File: config.mk
export PLATFORM = sky130hd
export DESIGN_NAME = strain_project_linear_resample_top_flat
export DESIGN_NICKNAME = d
export VERILOG_FILES = /design/src/sv/srl_pkg.sv /design/src/sv/srl_in_if.sv /design/src/sv/srl_out_if.sv /design/src/sv/srl_front.sv /design/src/sv/srl_queue.sv /design/src/sv/srl_seq.sv /design/src/sv/srl_interp.sv /design/src/sv/strain_project_linear_resample_top.sv /design/src/flat_wrapper.sv
export SDC_FILE = /design/constraint.sdc
export NUM_CORES = 2
export LEC_CHECK = 0
export ABC_AREA = 1
export BUFFER_PORTS_ARGS = -buffer_cell sky130_fd_sc_hd__buf_2
export CORE_UTILIZATION = 30
export DETAILED_ROUTE_END_ITERATION = 10
export SETUP_SLACK_MARGIN = 0.15
export SYNTH_ARGS = -nofsm -noshare
export SYNTH_HDL_FRONTEND = slang
export SYNTH_SLANG_ARGS = --single-unit
File: constraint.sdc
create_clock -name i_clk -period 9.3 [get_ports i_clk]
set_clock_uncertainty 0.15 [all_clocks]
set_input_delay 0.93 -clock i_clk [delete_from_list [all_inputs] [get_ports i_clk]]
set_output_delay 0.93 -clock i_clk [all_outputs]
set_load 0.05 [all_outputs]
File: src/sv/srl_pkg.sv
`default_nettype none

package srl_pkg;

    // Sample, coefficient, step, position and configuration widths
    localparam int SAMPLE_BITS  = 24;
    localparam int GAIN_BITS    = 18;
    localparam int STEP_BITS    = 32;
    localparam int POS_BITS     = 32;
    localparam int FRAC_BITS    = 24;
    localparam int CFG_IDX_BITS = 2;
    localparam int CFG_DATA_BITS = 32;

    // Largest upsampling factor one input phase may produce
    localparam int MAX_UPSAMPLE = 16;

    // Position constants (Q8.24)
    localparam logic [POS_BITS:0]    POS_ONE  = (POS_BITS+1)'(64'd1 << FRAC_BITS);
    localparam logic [POS_BITS:0]    POS_TWO  = (POS_BITS+1)'(64'd2 << FRAC_BITS);
    localparam logic [STEP_BITS-1:0] MIN_STEP =
        STEP_BITS'(((64'd1 << FRAC_BITS) + 64'(MAX_UPSAMPLE) - 64'd1) / 64'(MAX_UPSAMPLE));

    // Projection shift and interpolation product and wide widths
    localparam int PROJ_SHIFT = 16;
    localparam int PROD_BITS  = 2 * (SAMPLE_BITS + 1);
    localparam int WIDE_BITS  = SAMPLE_BITS + 3;

    // Queue between front and back
    localparam int Q_DEPTH = 4;
    localparam int Q_AW    = $clog2(Q_DEPTH);

    // Register indexes
    localparam logic [CFG_IDX_BITS-1:0] CFG_GAIN_PLUS  = 2'd0;
    localparam logic [CFG_IDX_BITS-1:0] CFG_GAIN_CROSS = 2'd1;
    localparam logic [CFG_IDX_BITS-1:0] CFG_STEP_RATIO = 2'd2;

    // Reset values of the registers
    localparam logic signed [GAIN_BITS-1:0] GAIN_PLUS_RST  = 18'sh10000;
    localparam logic signed [GAIN_BITS-1:0] GAIN_CROSS_RST = 18'sh00000;
    localparam logic [STEP_BITS-1:0]        STEP_RST       = 32'h0100_0000;

    typedef logic signed [SAMPLE_BITS-1:0] t_sample;
    typedef logic signed [WIDE_BITS-1:0]   t_wide;

    typedef struct packed {
        logic signed [GAIN_BITS-1:0] gain_plus;
        logic signed [GAIN_BITS-1:0] gain_cross;
        logic [STEP_BITS-1:0]        step_ratio;
    } t_cfg;

    // Projected sample waiting for the back end
    typedef struct packed {
        t_sample s;
        logic    last;
    } t_q_entry;

    // One output operation: base + round(diff * frac)
    typedef struct packed {
        logic                      valid;
        logic signed [SAMPLE_BITS:0] diff;
        logic [FRAC_BITS-1:0]      frac;
        t_sample                   base;
        logic                      run_end;
        logic                      stream_end;
    } t_op;

    // Clamp a wide signed value to the sample range
    function automatic t_sample sat_sample(input t_wide v);
        t_wide hi;
        t_wide lo;
        hi = WIDE_BITS'((64'd1 << (SAMPLE_BITS - 1)) - 64'd1);
        lo = -hi - t_wide'(1);
        if (v > hi) begin
            sat_sample = hi[SAMPLE_BITS-1:0];
        end else if (v < lo) begin
            sat_sample = lo[SAMPLE_BITS-1:0];
        end else begin
            sat_sample = v[SAMPLE_BITS-1:0];
        end
    endfunction

endpackage

`default_nettype wire

File: src/sv/srl_in_if.sv
`default_nettype none

interface srl_in_if;
    import srl_pkg::*;

    logic    valid;
    logic    ready;
    t_sample h_plus;
    t_sample h_cross;
    logic    last_in;

    modport source (output valid, output h_plus, output h_cross, output last_in,
                    input ready);
    modport sink   (input valid, input h_plus, input h_cross, input last_in,
                    output ready);
endinterface

`default_nettype wire

File: src/sv/srl_out_if.sv
`default_nettype none

interface srl_out_if;
    import srl_pkg::*;

    logic    valid;
    logic    ready;
    t_sample strain_out;
    logic    run_end;
    logic    stream_end;

    modport source (output valid, output strain_out, output run_end, output stream_end,
                    input ready);
    modport sink   (input valid, input strain_out, input run_end, input stream_end,
                    output ready);
endinterface

`default_nettype wire

File: src/sv/srl_front.sv
`default_nettype none

module srl_front (
    input  wire logic              i_clk,
    input  wire logic              i_rst_n,
    srl_in_if.sink                 i_in,
    input  wire srl_pkg::t_cfg     i_cfg,
    input  wire logic              i_full,
    output logic                   o_push,
    output srl_pkg::t_q_entry      o_wdata
);
    import srl_pkg::*;

    localparam int MUL_BITS = GAIN_BITS + SAMPLE_BITS;

    logic                       r_valid;
    logic signed [MUL_BITS-1:0] r_pp;
    logic signed [MUL_BITS-1:0] r_pc;
    logic                       r_last;
    logic                       w_en;
    logic signed [MUL_BITS:0]   w_acc;

    // Single product stage, stalls only while the queue is full
    assign w_en       = !r_valid || !i_full;
    assign i_in.ready = w_en;

    always_ff @(posedge i_clk) begin
        if (!i_rst_n) begin
            r_valid <= 1'b0;
        end else if (w_en) begin
            r_valid <= i_in.valid;
        end
    end

    always_ff @(posedge i_clk) begin
        if (w_en && i_in.valid) begin
            r_pp   <= i_cfg.gain_plus * i_in.h_plus;
            r_pc   <= i_cfg.gain_cross * i_in.h_cross;
            r_last <= i_in.last_in;
        end
    end

    // Sum, round half up, floor by 2^16, saturate
    assign w_acc = {r_pp[MUL_BITS-1], r_pp} + {r_pc[MUL_BITS-1], r_pc}
                 + (MUL_BITS+1)'(64'd1 << (PROJ_SHIFT - 1));

    assign o_push    = r_valid && !i_full;
    assign o_wdata.s = sat_sample(w_acc[MUL_BITS:PROJ_SHIFT]);
    assign o_wdata.last = r_last;

endmodule

`default_nettype wire

File: src/sv/srl_queue.sv
`default_nettype none

module srl_queue (
    input  wire logic              i_clk,
    input  wire logic              i_rst_n,
    input  wire logic              i_push,
    input  wire srl_pkg::t_q_entry i_wdata,
    output logic                   o_full,
    input  wire logic              i_pop,
    output srl_pkg::t_q_entry      o_rdata,
    output logic                   o_empty
);
    import srl_pkg::*;

    t_q_entry        r_mem [Q_DEPTH];
    logic [Q_AW-1:0] r_wr;
    logic [Q_AW-1:0] r_rd;
    logic [Q_AW:0]   r_cnt;

    assign o_full  = (r_cnt == (Q_AW+1)'(Q_DEPTH));
    assign o_empty = (r_cnt == '0);
    assign o_rdata = r_mem[r_rd];

    // Pointers and fill count
    always_ff @(posedge i_clk) begin
        if (!i_rst_n) begin
            r_wr  <= '0;
            r_rd  <= '0;
            r_cnt <= '0;
        end else begin
            if (i_push) begin
                r_wr <= r_wr + Q_AW'(1);
            end
            if (i_pop) begin
                r_rd <= r_rd + Q_AW'(1);
            end
            case ({i_push, i_pop})
                2'b10:   r_cnt <= r_cnt + (Q_AW+1)'(1);
                2'b01:   r_cnt <= r_cnt - (Q_AW+1)'(1);
                default: r_cnt <= r_cnt;
            endcase
        end
    end

    // Storage
    always_ff @(posedge i_clk) begin
        if (i_push) begin
            r_mem[r_wr] <= i_wdata;
        end
    end

endmodule

`default_nettype wire

File: src/sv/srl_seq.sv
`default_nettype none

module srl_seq (
    input  wire logic              i_clk,
    input  wire logic              i_rst_n,
    input  wire logic              i_en,
    input  wire srl_pkg::t_cfg     i_cfg,
    input  wire logic              i_empty,
    input  wire srl_pkg::t_q_entry i_rdata,
    output logic                   o_pop,
    output srl_pkg::t_op           o_op
);
    import srl_pkg::*;

    localparam logic [1:0] PH_IDLE   = 2'd0;
    localparam logic [1:0] PH_INTERP = 2'd1;
    localparam logic [1:0] PH_HOLD   = 2'd2;

    logic [1:0]          r_phase, n_phase;
    t_sample             r_prev,  n_prev;
    logic [POS_BITS-1:0] r_pos,   n_pos;
    logic                r_have,  n_have;
    t_sample             r_cur_s, n_cur_s;
    logic                r_cur_last, n_cur_last;

    logic [STEP_BITS-1:0] w_step;
    logic [POS_BITS:0]    w_pos_n;
    logic                 w_in_phase;
    logic                 w_wrap;

    // Step clamped so one phase never exceeds the upsample limit
    assign w_step     = (i_cfg.step_ratio < MIN_STEP) ? MIN_STEP : i_cfg.step_ratio;
    assign w_pos_n    = {1'b0, r_pos} + (POS_BITS+1)'(w_step);
    assign w_in_phase = ({1'b0, r_pos} < POS_ONE);
    assign w_wrap     = (w_pos_n >= POS_ONE);

    always_comb begin
        n_phase    = r_phase;
        n_prev     = r_prev;
        n_pos      = r_pos;
        n_have     = r_have;
        n_cur_s    = r_cur_s;
        n_cur_last = r_cur_last;
        o_pop      = 1'b0;
        o_op       = '0;
        if (i_en) begin
            unique case (r_phase)
                PH_IDLE: begin
                    if (!i_empty) begin
                        o_pop      = 1'b1;
                        n_cur_s    = i_rdata.s;
                        n_cur_last = i_rdata.last;
                        if (!r_have) begin
                            // first sample of a waveform only loads the base
                            n_prev  = i_rdata.s;
                            n_pos   = '0;
                            n_have  = 1'b1;
                            n_phase = i_rdata.last ? PH_HOLD : PH_IDLE;
                        end else begin
                            n_phase = PH_INTERP;
                        end
                    end
                end
                PH_INTERP: begin
                    if (w_in_phase) begin
                        o_op.valid = 1'b1;
                        o_op.diff  = {r_cur_s[SAMPLE_BITS-1], r_cur_s}
                                   - {r_prev[SAMPLE_BITS-1], r_prev};
                        o_op.frac  = r_pos[FRAC_BITS-1:0];
                        o_op.base  = r_prev;
                        if (w_wrap) begin
                            // last interpolated output unless the hold tail emits
                            o_op.run_end    = !r_cur_last || (w_pos_n >= POS_TWO);
                            o_op.stream_end = r_cur_last && (w_pos_n >= POS_TWO);
                            n_pos   = POS_BITS'(w_pos_n - POS_ONE);
                            n_prev  = r_cur_s;
                            n_phase = r_cur_last ? PH_HOLD : PH_IDLE;
                        end else begin
                            n_pos = w_pos_n[POS_BITS-1:0];
                        end
                    end else begin
                        // position already beyond this interval
                        n_pos   = POS_BITS'({1'b0, r_pos} - POS_ONE);
                        n_prev  = r_cur_s;
                        n_phase = r_cur_last ? PH_HOLD : PH_IDLE;
                    end
                end
                PH_HOLD: begin
                    if (w_in_phase) begin
                        // repeat the final sample
                        o_op.valid      = 1'b1;
                        o_op.base       = r_cur_s;
                        o_op.run_end    = w_wrap;
                        o_op.stream_end = w_wrap;
                        n_pos           = w_pos_n[POS_BITS-1:0];
                    end
                    if (!w_in_phase || w_wrap) begin
                        n_prev  = '0;
                        n_pos   = '0;
                        n_have  = 1'b0;
                        n_phase = PH_IDLE;
                    end
                end
                default: begin
                    n_phase = PH_IDLE;
                end
            endcase
        end
    end

    always_ff @(posedge i_clk) begin
        if (!i_rst_n) begin
            r_phase <= PH_IDLE;
            r_prev  <= '0;
            r_pos   <= '0;
            r_have  <= 1'b0;
        end else begin
            r_phase <= n_phase;
            r_prev  <= n_prev;
            r_pos   <= n_pos;
            r_have  <= n_have;
        end
    end

    always_ff @(posedge i_clk) begin
        r_cur_s    <= n_cur_s;
        r_cur_last <= n_cur_last;
    end

endmodule

`default_nettype wire

File: src/sv/srl_interp.sv
`default_nettype none

module srl_interp (
    input  wire logic         i_clk,
    input  wire logic         i_rst_n,
    input  wire srl_pkg::t_op i_op,
    output logic              o_en,
    srl_out_if.source         o_out
);
    import srl_pkg::*;

    t_op                         r_a;
    logic                        r_b_valid;
    logic signed [PROD_BITS-1:0] r_prod;
    t_sample                     r_b_base;
    logic                        r_b_run_end;
    logic                        r_b_stream_end;
    logic                        r_out_valid;
    t_sample                     r_out_s;
    logic                        r_out_run_end;
    logic                        r_out_stream_end;

    logic signed [PROD_BITS-1:0] w_rnd;
    t_wide                       w_v;

    // Whole back pipeline advances when the output register can move
    assign o_en = !r_out_valid || o_out.ready;

    // Operation register, multiply stage, round and saturate stage
    always_ff @(posedge i_clk) begin
        if (!i_rst_n) begin
            r_a.valid   <= 1'b0;
            r_b_valid   <= 1'b0;
            r_out_valid <= 1'b0;
        end else if (o_en) begin
            r_a.valid        <= i_op.valid;
            r_b_valid        <= r_a.valid;
            r_out_valid      <= r_b_valid;
            r_a.diff         <= i_op.diff;
            r_a.frac         <= i_op.frac;
            r_a.base         <= i_op.base;
            r_a.run_end      <= i_op.run_end;
            r_a.stream_end   <= i_op.stream_end;
            r_prod           <= r_a.diff * $signed({1'b0, r_a.frac});
            r_b_base         <= r_a.base;
            r_b_run_end      <= r_a.run_end;
            r_b_stream_end   <= r_a.stream_end;
            r_out_s          <= sat_sample(w_v);
            r_out_run_end    <= r_b_run_end;
            r_out_stream_end <= r_b_stream_end;
        end
    end

    // base + floor((diff*frac + 2^23) / 2^24)
    assign w_rnd = r_prod + PROD_BITS'(64'd1 << (FRAC_BITS - 1));
    assign w_v   = {{3{r_b_base[SAMPLE_BITS-1]}}, r_b_base}
                 + {w_rnd[PROD_BITS-1], w_rnd[PROD_BITS-1:FRAC_BITS]};

    assign o_out.valid      = r_out_valid;
    assign o_out.strain_out = r_out_s;
    assign o_out.run_end    = r_out_run_end;
    assign o_out.stream_end = r_out_stream_end;

endmodule

`default_nettype wire

File: src/sv/strain_project_linear_resample_top.sv
`default_nettype none
// Channel   Dir  Handshake    Payload
// i_in      in   valid/ready  h_plus[23:0] h_cross[23:0] last_in
// o_out     out  valid/ready  strain_out[23:0] run_end stream_end
// i_cfg_*   in   write enable i_cfg_idx[1:0] i_cfg_data[31:0]
//
// The back sequencer produces at most one output item per cycle while the
// output is not stalled; each input item is first popped from the queue and
// then yields its outputs, with steps that emit nothing when an interval or the hold tail yields no output.
// An item's accepting edge loads the product stage; the queue, sequencer,
// operation, multiply and output registers follow before its outputs appear.
// Reset is synchronous, active low, and clears all control state at once.
// A full queue stalls the input; a stalled output freezes the back pipeline.
module strain_project_linear_resample_top (
    input  wire logic                                i_clk,
    input  wire logic                                i_rst_n,
    srl_in_if.sink                                   i_in,
    srl_out_if.source                                o_out,
    input  wire logic                                i_cfg_we,
    input  wire logic [srl_pkg::CFG_IDX_BITS-1:0]    i_cfg_idx,
    input  wire logic [srl_pkg::CFG_DATA_BITS-1:0]   i_cfg_data
);
    import srl_pkg::*;

    t_cfg     r_cfg;
    logic     w_full;
    logic     w_push;
    t_q_entry w_wdata;
    logic     w_pop;
    logic     w_empty;
    t_q_entry w_rdata;
    logic     w_en;
    t_op      w_op;

    // Configuration registers
    always_ff @(posedge i_clk) begin
        if (!i_rst_n) begin
            r_cfg.gain_plus  <= GAIN_PLUS_RST;
            r_cfg.gain_cross <= GAIN_CROSS_RST;
            r_cfg.step_ratio <= STEP_RST;
        end else if (i_cfg_we) begin
            unique case (i_cfg_idx)
                CFG_GAIN_PLUS:  r_cfg.gain_plus  <= i_cfg_data[GAIN_BITS-1:0];
                CFG_GAIN_CROSS: r_cfg.gain_cross <= i_cfg_data[GAIN_BITS-1:0];
                CFG_STEP_RATIO: r_cfg.step_ratio <= i_cfg_data[STEP_BITS-1:0];
                default: ;
            endcase
        end
    end

    srl_front u_front (
        .i_clk   (i_clk),
        .i_rst_n (i_rst_n),
        .i_in    (i_in),
        .i_cfg   (r_cfg),
        .i_full  (w_full),
        .o_push  (w_push),
        .o_wdata (w_wdata)
    );

    srl_queue u_queue (
        .i_clk   (i_clk),
        .i_rst_n (i_rst_n),
        .i_push  (w_push),
        .i_wdata (w_wdata),
        .o_full  (w_full),
        .i_pop   (w_pop),
        .o_rdata (w_rdata),
        .o_empty (w_empty)
    );

    srl_seq u_seq (
        .i_clk   (i_clk),
        .i_rst_n (i_rst_n),
        .i_en    (w_en),
        .i_cfg   (r_cfg),
        .i_empty (w_empty),
        .i_rdata (w_rdata),
        .o_pop   (w_pop),
        .o_op    (w_op)
    );

    srl_interp u_interp (
        .i_clk   (i_clk),
        .i_rst_n (i_rst_n),
        .i_op    (w_op),
        .o_en    (w_en),
        .o_out   (o_out)
    );

endmodule

`default_nettype wire
File: src/flat_wrapper.sv
// flat-port wrapper written by rule: the top's interface ports become plain ports
module strain_project_linear_resample_top_flat import srl_pkg::*;
  (i_clk, i_rst_n, i_cfg_we, i_cfg_idx, i_cfg_data, i_in_valid, i_in_h_plus, i_in_h_cross, i_in_last_in, i_in_ready, o_out_valid, o_out_strain_out, o_out_run_end, o_out_stream_end, o_out_ready);
  srl_in_if i_in_i ();
  srl_out_if o_out_i ();
  input  wire logic i_clk;
  input  wire logic i_rst_n;
  input  wire logic i_cfg_we;
  input  wire logic [srl_pkg::CFG_IDX_BITS-1:0] i_cfg_idx;
  input  wire logic [srl_pkg::CFG_DATA_BITS-1:0] i_cfg_data;
  input wire logic [$bits(i_in_i.valid)-1:0] i_in_valid;
  input wire logic [$bits(i_in_i.h_plus)-1:0] i_in_h_plus;
  input wire logic [$bits(i_in_i.h_cross)-1:0] i_in_h_cross;
  input wire logic [$bits(i_in_i.last_in)-1:0] i_in_last_in;
  output wire logic [$bits(i_in_i.ready)-1:0] i_in_ready;
  output wire logic [$bits(o_out_i.valid)-1:0] o_out_valid;
  output wire logic [$bits(o_out_i.strain_out)-1:0] o_out_strain_out;
  output wire logic [$bits(o_out_i.run_end)-1:0] o_out_run_end;
  output wire logic [$bits(o_out_i.stream_end)-1:0] o_out_stream_end;
  input wire logic [$bits(o_out_i.ready)-1:0] o_out_ready;
  assign i_in_i.valid = i_in_valid;
  assign i_in_i.h_plus = i_in_h_plus;
  assign i_in_i.h_cross = i_in_h_cross;
  assign i_in_i.last_in = i_in_last_in;
  assign i_in_ready = i_in_i.ready;
  assign o_out_valid = o_out_i.valid;
  assign o_out_strain_out = o_out_i.strain_out;
  assign o_out_run_end = o_out_i.run_end;
  assign o_out_stream_end = o_out_i.stream_end;
  assign o_out_i.ready = o_out_ready;
  strain_project_linear_resample_top u_core (.i_clk(i_clk), .i_rst_n(i_rst_n), .i_in(i_in_i), .o_out(o_out_i), .i_cfg_we(i_cfg_we), .i_cfg_idx(i_cfg_idx), .i_cfg_data(i_cfg_data));
endmodule
==> results.py <==
metrics = {
    "outcome": {
        "status": "finished clean",
    },
    "sta": {
        "fmax_mhz": 130,
        "tns_ns": 0,
        "worstMarginPinSlew_ns": 1.32,
        "slew_headroom_pct": 12.2,
        "fin_crit_ns": 7.69,
        "finalSetupViolations": 0,
        "post-route-period-util_pct": 82.7,
        "slew_violations": 0,
        "hold_viol": 0,
        "rsz0062_at_grt": "false",
    },
    "cts": {
        "insertion_delay_ns": 0.65,
        "cts_hold_buf": 0,
        "cts.clk_slew.worst_paths_ns": 0.07,
        "cts_tree": "yes",
        "cts_setup_buffers": 0,
        "numCtsBuffers": 53,
        "cts_repair_resize_count": 0,
        "cts-root-buf": "clkbuf_16",
        "cts_num_sinks": 504,
        "ctsHtreeMaxLevel": 2,
        "cts_buffer_depth": 3,
    },
    "logic_synthesis": {
        "yosysSeqAreaShare_pct": 16.9,
        "synth_fp_nets": 11953,
        "synth-edff-count": 364,
        "synth_cells": 9856,
        "ys.flop_type": "edfxtp_1",
        "ys_ff_latch": 504,
        "synth-async-reset-ratio_pct": 0,
        "syn_avg_cell_area_um2": 8.22,
        "synth_cell_types": 58,
        "yosysWarnings": 0,
        "syn_area_um2": 81100,
    },
    "global_route": {
        "gr-usage-met1_pct": 22.4,
        "top_usage_layer": "met2",
        "grt_max_degree": 155,
        "grt_remaining_overflow": 0,
        "gr-usage-met3_pct": 2.56,
        "grt_pass1_vias": 63092,
        "gr-usage-all-layers_pct": 16.4,
        "grt_pass1_wl_um": 353000,
        "grtUsageMet2_pct": 27.3,
        "antenna_found_initial": 23,
    },
    "die": {
        "core_area_um2": 268000,
        "row_count": 190,
        "die_h_um": 522,
        "io_pins": 116,
        "die_x_um": 522,
        "fp.dieArea_um2": 272000,
        "start_util_pct": 30.2,
    },
    "critical_path": {
        "cp-end-kind": "flip-flop",
        "path_class": "flip-flop to flip-flop",
        "crit_slowest_cell": "edfxtp_1",
        "rr_worst_depth": 22,
        "cp_common_cell": "fa_1",
        "r2r_end": "u_core.u_interp.r_prod[47]",
        "crit_path_start_kind": "flip-flop",
        "cp_max_fo": 24,
        "ff2ff_setup_slack_ns": 1.61,
        "worstPathCellList": "nand2_1 -> inv_1 -> fa_1 -> fa_1 -> inv_1 -> fa_1 -> inv_1 -> fa_1 -> fa_1 -> fa_1 -> inv_1 -> fa_1 -> inv_1 -> ha_1 -> a21oi_1 -> o21ai_0 -> a21oi_1 -> o221ai_1 -> a31oi_1 -> nand2_1 -> nand2_1 -> nand2_1",
        "required_ns": 9.55,
        "cp.arrival_ns": 7.94,
        "crit_start": "u_core.u_interp.r_a[27]",
        "worstReg2RegStart": "u_core.u_interp.r_a[27]",
        "max_stage_delay_ns": 0.97,
    },
    "detailed_routing": {
        "drt_first_pass_iters": 6,
        "drt_wl_total_um": 220000,
        "routed_via_density": 4.54,
        "via_count": 60475,
        "ant_nets": 0,
        "routedWlPerCell_um": 16.6,
        "drt_iter0_markers": 3838,
        "drc": 0,
    },
    "layout": {
        "area_delta_synth_final_pct": 7.52,
        "drive_above_1_share_pct": 4.43,
        "final_cell_area_um2": 87100,
        "nets": 11806,
        "fin_util_pct": 32.5,
    },
    "hold_path": {
        "hold_path.class": "flip-flop to flip-flop",
        "holdPathEnd": "u_core.u_interp.r_b_base[19]",
        "worstHoldPathCells": 0,
        "min_from": "u_core.u_interp.r_a[21]",
    },
    "place": {
        "post_dp_cell_area_um2": 85300,
        "dp_hpwl_um": 179000,
        "place.gp.congestion": 0.902,
        "portBuffers": 115,
    },
    "job": {
        "max_cap_violations": 0,
    },
}
layout by cell type (no fill, tap or decap), types with 133 or more instances in the layout:
master and instances:
inv_1 2698, nand2_1 2308, fa_1 1486, ha_1 523, nor2_1 474, a21oi_1 388
edfxtp_1 364, o21ai_0 290, dfxtp_1 139, xor2_1 133
metal layers:
layer  wire [µm]  share of wire, %
met1       98200                45
met2      102000                46
met3       15400               7.0
met4        4940               2.2
met5         155             0.070
layout make-up:
type | instances | area [µm²]
fillers | 28224 | 181000
diodes | 1 | 2.50
clock inverters | 35 | 383
well taps | 3552 | 4440
flip-flops and latches | 504 | 13700
repair buffers | 213 | 1330
inverters | 2711 | 10200
multi-input cells | 6226 | 55600
clock buffers | 65 | 1500
synth_stat cells (28+ instances only):
master | instances | area [µm²]
a21oi_1 | 388 | 1940
a31oi_1 | 37 | 231
clkbuf_1 | 370 | 1390
dfxtp_1 | 140 | 2800
edfxtp_1 | 364 | 10900
fa_1 | 1486 | 29700
ha_1 | 523 | 6540
inv_1 | 2699 | 10100
nand2_1 | 2308 | 8660
nand3_1 | 125 | 626
nand4_1 | 28 | 175
nor2_1 | 481 | 1810
nor3_1 | 38 | 190
o21a_1 | 31 | 233
o21ai_0 | 290 | 1450
xnor2_1 | 86 | 753
xor2_1 | 133 | 1160
registers in the layout, indices dropped and copies added (netlist names), 27 cells and up, named ones only:
name,count
u_core.u_queue.r_mem,100
u_core.u_seq.r_pos,32
u_core.u_interp.r_prod,27
u_core.r_cfg,68
u_core.u_interp.r_a,76
u_core.u_front.r_pp,42
u_core.u_front.r_pc,42
worst max-delay path by stage:
| stage | end | cells after the start | slack, ns |
|---|---|---|---|
| floorplan | u_core.u_interp.o_out.run_end | 3 | 0.68 |
| global placement | u_core.u_interp.r_prod[47] | 22 | 1.68 |
| detailed placement | u_core.u_interp.r_prod[47] | 22 | 1.67 |
| CTS | u_core.u_interp.r_prod[47] | 22 | 1.64 |
| global route | u_core.u_interp.r_prod[47] | 22 | 1.20 |
| finish | u_core.u_interp.r_prod[47] | 22 | 1.61 |
per-stage QoR:
stage / hold WS (ns) / instances / setup WS (ns)
3_3_place_gp: 0.252 / 13206 / 1.68
6_report: 0.262 / 13307 / 1.61
3_5_place_dp: 0.255 / 13206 / 1.67
5_1_grt: 0.273 / 13306 / 1.20
4_1_cts: 0.269 / 13306 / 1.64
2_1_floorplan: 0.250 / 9856 / 0.676
worst max-delay path: cells and delay by family (launching register included):
family / cells / cell delay, ns
fa+ha+maj: 8 / 4.11
compound gates: 5 / 0.99
flops: 1 / 0.97
buf+inv: 5 / 0.83
simple gates: 4 / 0.39
kinds of logic (layout without fill, tap and decap cells):
logic type | after synthesis | in the layout | share of synthesized area, %
flip-flops | 504 | 504 | 16.9
other | 0 | 1 | 0
AO/OA/AOI/OAI | 901 | 901 | 6.17
adder cells (fa/ha/maj) | 2009 | 2009 | 44.8
XOR/XNOR | 219 | 219 | 2.37
buffers and inverters | 3126 | 3024 | 14.6
AND/OR/NAND/NOR | 3097 | 3097 | 15.2
Power is not shown: default switching activity piles up to over one toggle a cycle in this logic, so the estimate is an artifact.
